==> config.mk <==
export PLATFORM = sky130hd
export DESIGN_NAME = cfa_ctrl
export DESIGN_NICKNAME = d
export VERILOG_FILES = /design/src/rtl/cfa_pkg.sv /design/src/rtl/cfa_ctrl.sv
export SDC_FILE = /design/constraint.sdc
export NUM_CORES = 1
export LEC_CHECK = 0
export ABC_AREA = 0
export BUFFER_PORTS_ARGS = -buffer_cell sky130_fd_sc_hd__buf_2
export CORE_MARGIN = 10
export CORE_UTILIZATION = 47
export CTS_CLUSTER_SIZE = 20
export DETAILED_ROUTE_END_ITERATION = 8
export PLACE_DENSITY = 0.74
export SLEW_MARGIN = 15
export SYNTH_ARGS = -nofsm -noshare
export SYNTH_HDL_FRONTEND = slang
export SYNTH_SLANG_ARGS = --single-unit
==> constraint.sdc <==
create_clock -name i_clk -period 1.3 [get_ports i_clk]
set_input_delay 0.065 -clock i_clk [delete_from_list [all_inputs] [get_ports i_clk]]
set_output_delay 0.065 -clock i_clk [all_outputs]
set_load 0.01 [all_outputs]
==> src/rtl/cfa_pkg.sv <==
// Shared types and constants of the coarse face agglomerator.
// No dependencies; used by the controller, the datapath, the top level and the testbench.
package cfa_pkg;

    localparam int FINE_W    = 12;   // fine cell number
    localparam int COARSE_W  = 10;   // coarse cell number
    localparam int NCC_W     = 11;   // coarse cell count register
    localparam int FFACE_W   = 14;   // fine face index / face map
    localparam int CFACE_W   = 13;   // coarse face index
    localparam int NCNT_W    = 5;    // neighbour count, 0..16
    localparam int NSLOT_W   = 4;    // neighbour slot index

    localparam logic [2:0] ACT_CLEAR = 3'd0;
    localparam logic [2:0] ACT_LOAD  = 3'd1;
    localparam logic [2:0] ACT_ADD   = 3'd2;
    localparam logic [2:0] ACT_FIN   = 3'd3;
    localparam logic [2:0] ACT_RDC   = 3'd4;
    localparam logic [2:0] ACT_RDF   = 3'd5;

    localparam logic [1:0] ST_OK    = 2'd0;
    localparam logic [1:0] ST_CELL  = 2'd1;
    localparam logic [1:0] ST_FULL  = 2'd2;
    localparam logic [1:0] ST_ORDER = 2'd3;

    typedef enum logic [4:0] {
        S_INIT, S_IDLE, S_DONE, S_DECODE, S_CLR,
        S_A_L, S_A_CL, S_A_CHK, S_A_CNT, S_A_SL, S_A_SW, S_A_CMP,
        S_F_CNT, S_F_CNTC, S_F_SL, S_F_SW, S_F_WR,
        S_R4, S_R5A, S_R5B
    } t_state;

    typedef enum logic [4:0] {
        UOP_NONE, UOP_LATCH, UOP_DECODE, UOP_CLR_STEP,
        UOP_RD_L, UOP_CAP_L, UOP_A_CHK, UOP_CNT,
        UOP_SLOT_RD, UOP_SLOT_CAP, UOP_CMP, UOP_NEW,
        UOP_F_CNT_RD, UOP_F_SL_RD, UOP_F_WR, UOP_F_NEXTC, UOP_F_END,
        UOP_CAP4, UOP_CAP5A, UOP_CAP5B
    } t_uop;

    typedef struct packed {
        logic       reject;
        logic [2:0] action;
        logic       cells_ok;
        logic       same_cell;
        logic       srch_end;
        logic       hit;
        logic       clr_last;
        logic       c_last;
    } t_dp_stat;

endpackage

==> src/rtl/cfa_ctrl.sv <==
// Sequencer of the coarse face agglomerator: state machine issuing one
// micro-op per cycle to the datapath. Depends on cfa_pkg.
module cfa_ctrl (
    input  logic              i_clk,
    input  logic              i_rst_n,
    input  logic              i_start,
    input  cfa_pkg::t_dp_stat i_stat,
    output cfa_pkg::t_uop     o_uop,
    output logic              o_busy,
    output logic              o_valid
);

    cfa_pkg::t_state r_state, n_state;

    always_ff @(posedge i_clk) begin
        if (!i_rst_n) begin
            r_state <= cfa_pkg::S_INIT;
        end else begin
            r_state <= n_state;
        end
    end

    // next state
    always_comb begin
        n_state = r_state;
        case (r_state)
            cfa_pkg::S_INIT: begin
                if (i_stat.clr_last) n_state = cfa_pkg::S_IDLE;
            end
            cfa_pkg::S_IDLE, cfa_pkg::S_DONE: begin
                if (i_start) n_state = cfa_pkg::S_DECODE;
                else n_state = cfa_pkg::S_IDLE;
            end
            cfa_pkg::S_DECODE: begin
                if (i_stat.reject) begin
                    n_state = cfa_pkg::S_DONE;
                end else begin
                    case (i_stat.action)
                        cfa_pkg::ACT_CLEAR: n_state = cfa_pkg::S_CLR;
                        cfa_pkg::ACT_ADD:   n_state = cfa_pkg::S_A_L;
                        cfa_pkg::ACT_FIN:   n_state = cfa_pkg::S_F_CNT;
                        cfa_pkg::ACT_RDC:   n_state = cfa_pkg::S_R4;
                        cfa_pkg::ACT_RDF:   n_state = cfa_pkg::S_R5A;
                        default:            n_state = cfa_pkg::S_DONE;
                    endcase
                end
            end
            cfa_pkg::S_CLR: begin
                if (i_stat.clr_last) n_state = cfa_pkg::S_DONE;
            end
            cfa_pkg::S_A_L:   n_state = cfa_pkg::S_A_CL;
            cfa_pkg::S_A_CL:  n_state = cfa_pkg::S_A_CHK;
            cfa_pkg::S_A_CHK: begin
                if (!i_stat.cells_ok || i_stat.same_cell) n_state = cfa_pkg::S_DONE;
                else n_state = cfa_pkg::S_A_CNT;
            end
            cfa_pkg::S_A_CNT: n_state = cfa_pkg::S_A_SL;
            cfa_pkg::S_A_SL: begin
                if (i_stat.srch_end) n_state = cfa_pkg::S_DONE;
                else n_state = cfa_pkg::S_A_SW;
            end
            cfa_pkg::S_A_SW:  n_state = cfa_pkg::S_A_CMP;
            cfa_pkg::S_A_CMP: begin
                if (i_stat.hit) n_state = cfa_pkg::S_DONE;
                else n_state = cfa_pkg::S_A_SL;
            end
            cfa_pkg::S_F_CNT:  n_state = cfa_pkg::S_F_CNTC;
            cfa_pkg::S_F_CNTC: n_state = cfa_pkg::S_F_SL;
            cfa_pkg::S_F_SL: begin
                if (!i_stat.srch_end) n_state = cfa_pkg::S_F_SW;
                else if (i_stat.c_last) n_state = cfa_pkg::S_DONE;
                else n_state = cfa_pkg::S_F_CNT;
            end
            cfa_pkg::S_F_SW: n_state = cfa_pkg::S_F_WR;
            cfa_pkg::S_F_WR: n_state = cfa_pkg::S_F_SL;
            cfa_pkg::S_R4:   n_state = cfa_pkg::S_DONE;
            cfa_pkg::S_R5A:  n_state = cfa_pkg::S_R5B;
            cfa_pkg::S_R5B:  n_state = cfa_pkg::S_DONE;
            default:         n_state = cfa_pkg::S_IDLE;
        endcase
    end

    // outputs
    always_comb begin
        o_uop   = cfa_pkg::UOP_NONE;
        o_busy  = 1'b1;
        o_valid = 1'b0;
        case (r_state)
            cfa_pkg::S_INIT, cfa_pkg::S_CLR: o_uop = cfa_pkg::UOP_CLR_STEP;
            cfa_pkg::S_IDLE, cfa_pkg::S_DONE: begin
                o_busy  = 1'b0;
                o_valid = (r_state == cfa_pkg::S_DONE);
                if (i_start) o_uop = cfa_pkg::UOP_LATCH;
            end
            cfa_pkg::S_DECODE: o_uop = cfa_pkg::UOP_DECODE;
            cfa_pkg::S_A_L:    o_uop = cfa_pkg::UOP_RD_L;
            cfa_pkg::S_A_CL:   o_uop = cfa_pkg::UOP_CAP_L;
            cfa_pkg::S_A_CHK:  o_uop = cfa_pkg::UOP_A_CHK;
            cfa_pkg::S_A_CNT:  o_uop = cfa_pkg::UOP_CNT;
            cfa_pkg::S_A_SL: begin
                if (i_stat.srch_end) o_uop = cfa_pkg::UOP_NEW;
                else o_uop = cfa_pkg::UOP_SLOT_RD;
            end
            cfa_pkg::S_A_SW:   o_uop = cfa_pkg::UOP_SLOT_CAP;
            cfa_pkg::S_A_CMP:  o_uop = cfa_pkg::UOP_CMP;
            cfa_pkg::S_F_CNT:  o_uop = cfa_pkg::UOP_F_CNT_RD;
            cfa_pkg::S_F_CNTC: o_uop = cfa_pkg::UOP_CNT;
            cfa_pkg::S_F_SL: begin
                if (!i_stat.srch_end) o_uop = cfa_pkg::UOP_F_SL_RD;
                else if (i_stat.c_last) o_uop = cfa_pkg::UOP_F_END;
                else o_uop = cfa_pkg::UOP_F_NEXTC;
            end
            cfa_pkg::S_F_SW:   o_uop = cfa_pkg::UOP_SLOT_CAP;
            cfa_pkg::S_F_WR:   o_uop = cfa_pkg::UOP_F_WR;
            cfa_pkg::S_R4:     o_uop = cfa_pkg::UOP_CAP4;
            cfa_pkg::S_R5A:    o_uop = cfa_pkg::UOP_CAP5A;
            cfa_pkg::S_R5B:    o_uop = cfa_pkg::UOP_CAP5B;
            default:           o_uop = cfa_pkg::UOP_NONE;
        endcase
    end

endmodule

Yosys cells after proc, flatten, opt, wreduce, memory -nomap -nowiden
Cells that the tools add are included.
{"block": "word_totals", "ff_bits": 5, "latchBits": 0, "mem_bits_rw": 0, "romBits": 0, "input_bits": 13, "output_inout_bits": 7, "elab_cells": 55, "n_memories": 0}
{"block": "op_classes", "n_addsub": 0, "n_mul": 0, "n_div": 0, "order_cmp": 0, "eq_ne": 25, "shift": 0, "n_mux": 18, "bitwise": 0, "n_reduce_logical": 11}
{"operator": "$pmux 5 s17", "count": 1}
{"operator": "$pmux 5 s16", "count": 1}
{"operator": "$eq 5x4->1 const B", "count": 8}
{"operator": "$mux 5", "count": 5}
{"operator": "$pmux 5 s5", "count": 1}
{"operator": "$eq 5x3->1 const B", "count": 4}
{"operator": "$eq 5x5->1 const B", "count": 4}
{"operator": "$mux 4", "count": 5}
{"operator": "$reduce_or 2->1", "count": 6}
{"operator": "$eq 5x2->1 const B", "count": 2}
{"operator": "$eq 3x2->1 const B", "count": 2}
{"operator": "$eq 3x3->1 const B", "count": 2}
{"operator": "$eq 5x1->1 const B", "count": 1}
{"operator": "$logic_not 5->1", "count": 1}
{"operator": "$mux 2", "count": 2}
{"operator": "$ne 2x2->1 const B", "count": 2}
{"operator": "$logic_not 3->1", "count": 1}
{"operator": "$mux 1", "count": 3}
{"operator": "$reduce_and 2->1", "count": 1}
{"operator": "$logic_not 1->1", "count": 1}
{"operator": "$logic_or 1x1->1", "count": 1}

Logic depth before layout (Yosys ltp)
{"block": "logic_depth", "ltp_word": 4, "mapped_depth": 6, "ltp_nobuf": 4}

Worst setup path after synthesis
OpenSTA, ideal clock, no wires.
{"block": "synth_path", "kind": "register to register", "from": "register r_state[2]", "to": "register r_state[3]", "setup_ns": 0.074, "arrival_ns": 1.123, "t_required_ns": 1.226, "path_slack_ns": 0.102, "stages_incl_launch_ff": 6, "n_path_buf": 1, "synth_period_minus_slack_ns": 1.198, "path_cell_list": "dfxtp_1 > buf_4 > inv_2 > nand4_2 > or3_1 > a31oi_1"}
{"block": "synth_via", "elab_chain_len": 3, "elab_cells_between_ends": 27, "cone_classes": "eq/ne (21); mux (1); reduce/logical (5)"}
{"element": "from (decl)", "line": "cfa_ctrl.sv:13", "text": "cfa_pkg::t_state r_state, n_state;"}
{"element": "from (signal assigned)", "line": "cfa_ctrl.sv:17", "text": "r_state <= cfa_pkg::S_INIT;"}
{"element": "from (signal assigned)", "line": "cfa_ctrl.sv:19", "text": "r_state <= n_state;"}
{"element": "$eq 5x5->1, or another cell as far along", "line": "cfa_ctrl.sv:26", "text": "case (r_state)"}
{"element": "$reduce_or 2->1 (no line), or another cell as far along"}
{"element": "$pmux 5 s17 / $reduce_and 2->1 (equally long branches)"}
Parallel ways exist; a longest one is shown, timed or not.
A chain may end at the register's enable or synchronous reset.

Worst setup path after layout
{"block": "layout_path", "from": "register r_state[0]", "to": "output port o_uop[1]"}
{"block": "layout_via", "elab_chain_len": 3, "elab_cells_between_ends": 25, "cone_classes": "eq/ne (19); mux (1); reduce/logical (5)"}
{"element": "$eq 5x4->1, or another cell as far along", "line": "cfa_ctrl.sv:88", "text": "case (r_state)"}
{"element": "$reduce_or 2->1 (on tied branches)"}
{"element": "$pmux 5 s16 (*)", "line": "cfa_ctrl.sv:88"}
{"element": "to (decl)", "line": "cfa_ctrl.sv:8", "text": "output cfa_pkg::t_uop o_uop,"}
Mark *: on every way between the ends. The rest lies on a longest branch, timed or not.

==> qor.yml <==
placed_design:
  dpl_cell_area_mm2: 0.00101
  place_ws_ps: -135
  placed_cells: 165
  dpl.hpwl_um: 2140
  place_congestion: 0.935
  port_buffers: 19
synth:
  synth_area_um2: 803
  synth_top_family_by_area: "simple AND/OR/NAND/NOR gates"
  yosys-top-cells-area: "dfxtp_1 (12%), nand2b_1 (7.8%), o21ai_0 (5.6%), nand2_1 (4.7%), nor2_1 (4.7%)"
  synth-edff-count: 0
  synth_nets: 134
  async_flop_share_pct: 0
  synth_seq_area_share_pct: 12.5
  ys_types: 45
  ys_ff_latch: 5
  synth_top_area_share_pct: 12.5
  synth-main-ff-cell: "dfxtp_1"
  synth_commonest_cells: "nand2_1 (10), nand2b_1 (10), nor2_1 (10), o21ai_0 (9), a21oi_1 (7)"
  synth-simple-area-share_pct: 39.4
  synth_area_per_cell_um2: 6.64
  synth_fa_ha_area_share_pct: 0
  synth-warning-count: 0
  muxShareOfSynthArea_pct: 0
  synth_cells: 121
  synth_xor_xnor_area_share_pct: 1.09
  synth_compound_area_share_pct: 38.2
  synth_area_leader_cell: "dfxtp_1"
floorplan:
  start_util_pct: 51.5
  core-area_mm2: 0.00156
  die_area_mm2: 0.00376
  dieWidth_um: 61.3
  die_h_um: 61.3
  rows: 14
  ios: 20
clock_tree:
  clk_pin_slew_worst_paths_ps: 60
  root_buffer: "clkbuf_4"
  clock_latency_ps: 250
  numCtsBuffers: 3
  cts_tree: "done"
  htree_levels: 1
  clockBufferDepth: 2
  clock_sink_count: 5
  postCtsHoldBufs: 0
detailed_routing:
  drt_wl_total_um: 3260
  ant_nets: 0
  dr.pass1.iters: 7
  num_vias: 1148
  drt_iter0_drc: 88
  viasPerCell: 6.52
  wl_per_cell_um: 18.5
  drc: 0
timing:
  grt_setup_unrepaired: "true"
  worst_pin_slew_ps: 394
  report.final.slew_viol_count: 0
  setup_ws_ps: -257
  slew_headroom_pct: 73.4
  max_freq_ghz: 0.642
  finalHoldViolCount: 0
  finalCritPeriodShare_pct: 120
  finalClockSkew_ps: 7.78
  finalSetupViolations: 12
  min_period_ps: 1560
flow_run:
  maxCapViolCount: 0
pwr:
  p_sw_share_pct: 35.8
  vdd_drop_max_v: 0.000542
  power_density_mw_per_mm2: 522
  pwr-share-clk_pct: 31.6
  p_sw_uw: 225
  p_leak_nw: 0.519
  seqPwrFrac_pct: 25.5
  p_int_uw: 404
  pwr-share-comb_pct: 42.9
layout:
  diodes: 0
  drive_above_1_share_pct: 46.3
  layout.cells.non_filler: 176
  synthToLayoutAreaGrowth_pct: 50.2
  nets: 174
  reg_top3: "r_state (5)"
  largest_reg_flops: 5
  final_core_util_pct: 77.4
  fin_area_mm2: 0.00121
  regMostFlops: "r_state"
grt:
  grt.overflow.total: 0
  antenna_found_initial: 0
  grt_pass1_wl_um: 5150
  grt_start_max_net_pins: 13
  grt_pass1_vias: 1153
  grt.total_usage_pct: 17.7
worst_setup_path:
  criticalPathCategory: "reg2out"
  worstPathRequired_ps: 1240
  cp.buffers_inverters: 3
  slowest_stage: "dfxtp_2"
  arrival_ps: 1490
  cp-end-kind: "output pin"
  crit_fanout: 5
  crit_chain: "buf_4, buf_12, nor2b_2, nand2_1, o2111ai_1, o31ai_1, buf_2"
  cp_slowest_stage_delay_ps: 340
  worst_path_dominant_cell_family: "buffers and inverters"
  cp-start-kind: "flop"
status:
  violations: "negative setup slack"
  outcome: "complete, but fails checks"
hold_path:
  hold_path.class: "in2reg"
-- cell usage in the layout, fill, tap and decap left out, drive strengths merged, types with 2 or more instances in the layout --
cell and count:
nor3b 2, a21boi 2, o31a 2, nand2 10, a21o 2, a21oi 7, nor2b 6, o21ai 11
and2b 3, o21bai 4, nor2 10, buf 45, nand2b 10, nand3 3, nor3 4, inv 3
o211ai 2, a311oi 2, clkbuf 4, a31oi 5, dfxtp 5
-- per-stage QoR --
| step | power (mW) | hold slack, ps | TNS (ps) |
|---|---|---|---|
| finish | 0.630 | 65.9 | -1530 |
| global route | 0.655 | 72.7 | -2220 |
| CTS | 0.587 | 73.9 | -988 |
| detailed placement | 0.384 | 343 | -632 |
| global placement | 0.378 | 318 | -276 |
| floorplan | 0.291 | 188 | 0 |
-- final cells by class --
class | count | area, um^2
Sequential cell | 5 | 114
Timing Repair Buffer | 45 | 320
Multi-Input combinational cell | 103 | 714
Fill cell | 117 | 353
Inverter | 3 | 11.3
Clock buffer | 4 | 26.3
Tap cell | 16 | 20.0
-- power groups by stage --
stage | clock [mW] | combinational, mW | sequential (mW)
final | 0.199 | 0.270 | 0.160
after global routing | 0.207 | 0.288 | 0.160
after CTS | 0.192 | 0.236 | 0.159
after detailed placement | 0 | 0.218 | 0.166
after global placement | 0 | 0.212 | 0.166
after floorplan | 0 | 0.128 | 0.163
-- logic make-up after synthesis --
| logic type | after synthesis |
|---|---|
| AOI/OAI and AO/OA | 46 |
| xor gates and xnor gates | 1 |
| and+or+nand+nor | 56 |
| DFF | 5 |
| buffers and inverters | 13 |
-- metal layers --
metal / vias to the layer above / track usage, % / share of wire, %
met4: 0 / 8.92 / 3.0
met3: 16 / 3.50 / 9.9
met2: 87 / 31.2 / 50
li1: 525 / - / -
met5: - / 0 / 0
met1: 520 / 19.8 / 37
-- worst paths after layout --
path	to	start	slack, ps	depth (start not counted)
min	r_state[2]	i_rst_n	70	2
min reg2reg	r_state[0]	r_state[4]	680	2
max	o_uop[1]	r_state[0]	-260	7
max reg2reg	r_state[3]	r_state[3]	-150	5
-- worst register-to-register path, cell delays in order, from the launching register on --
cell and delay (ps):
dfxtp_4 370, buf_4 150, nor2b_2 140, nand4_2 140, or3_1 390, a31oi_1 180
-- timing repair --
item / in CTS / in global routing
pin swaps: 7 / 4
setup buffers: 6 / 0
resized for setup: 19 / 13
cloned: 1 / 0
endpoints found under the setup margin: 11 / 12
(Power assumes the default switching activity.)
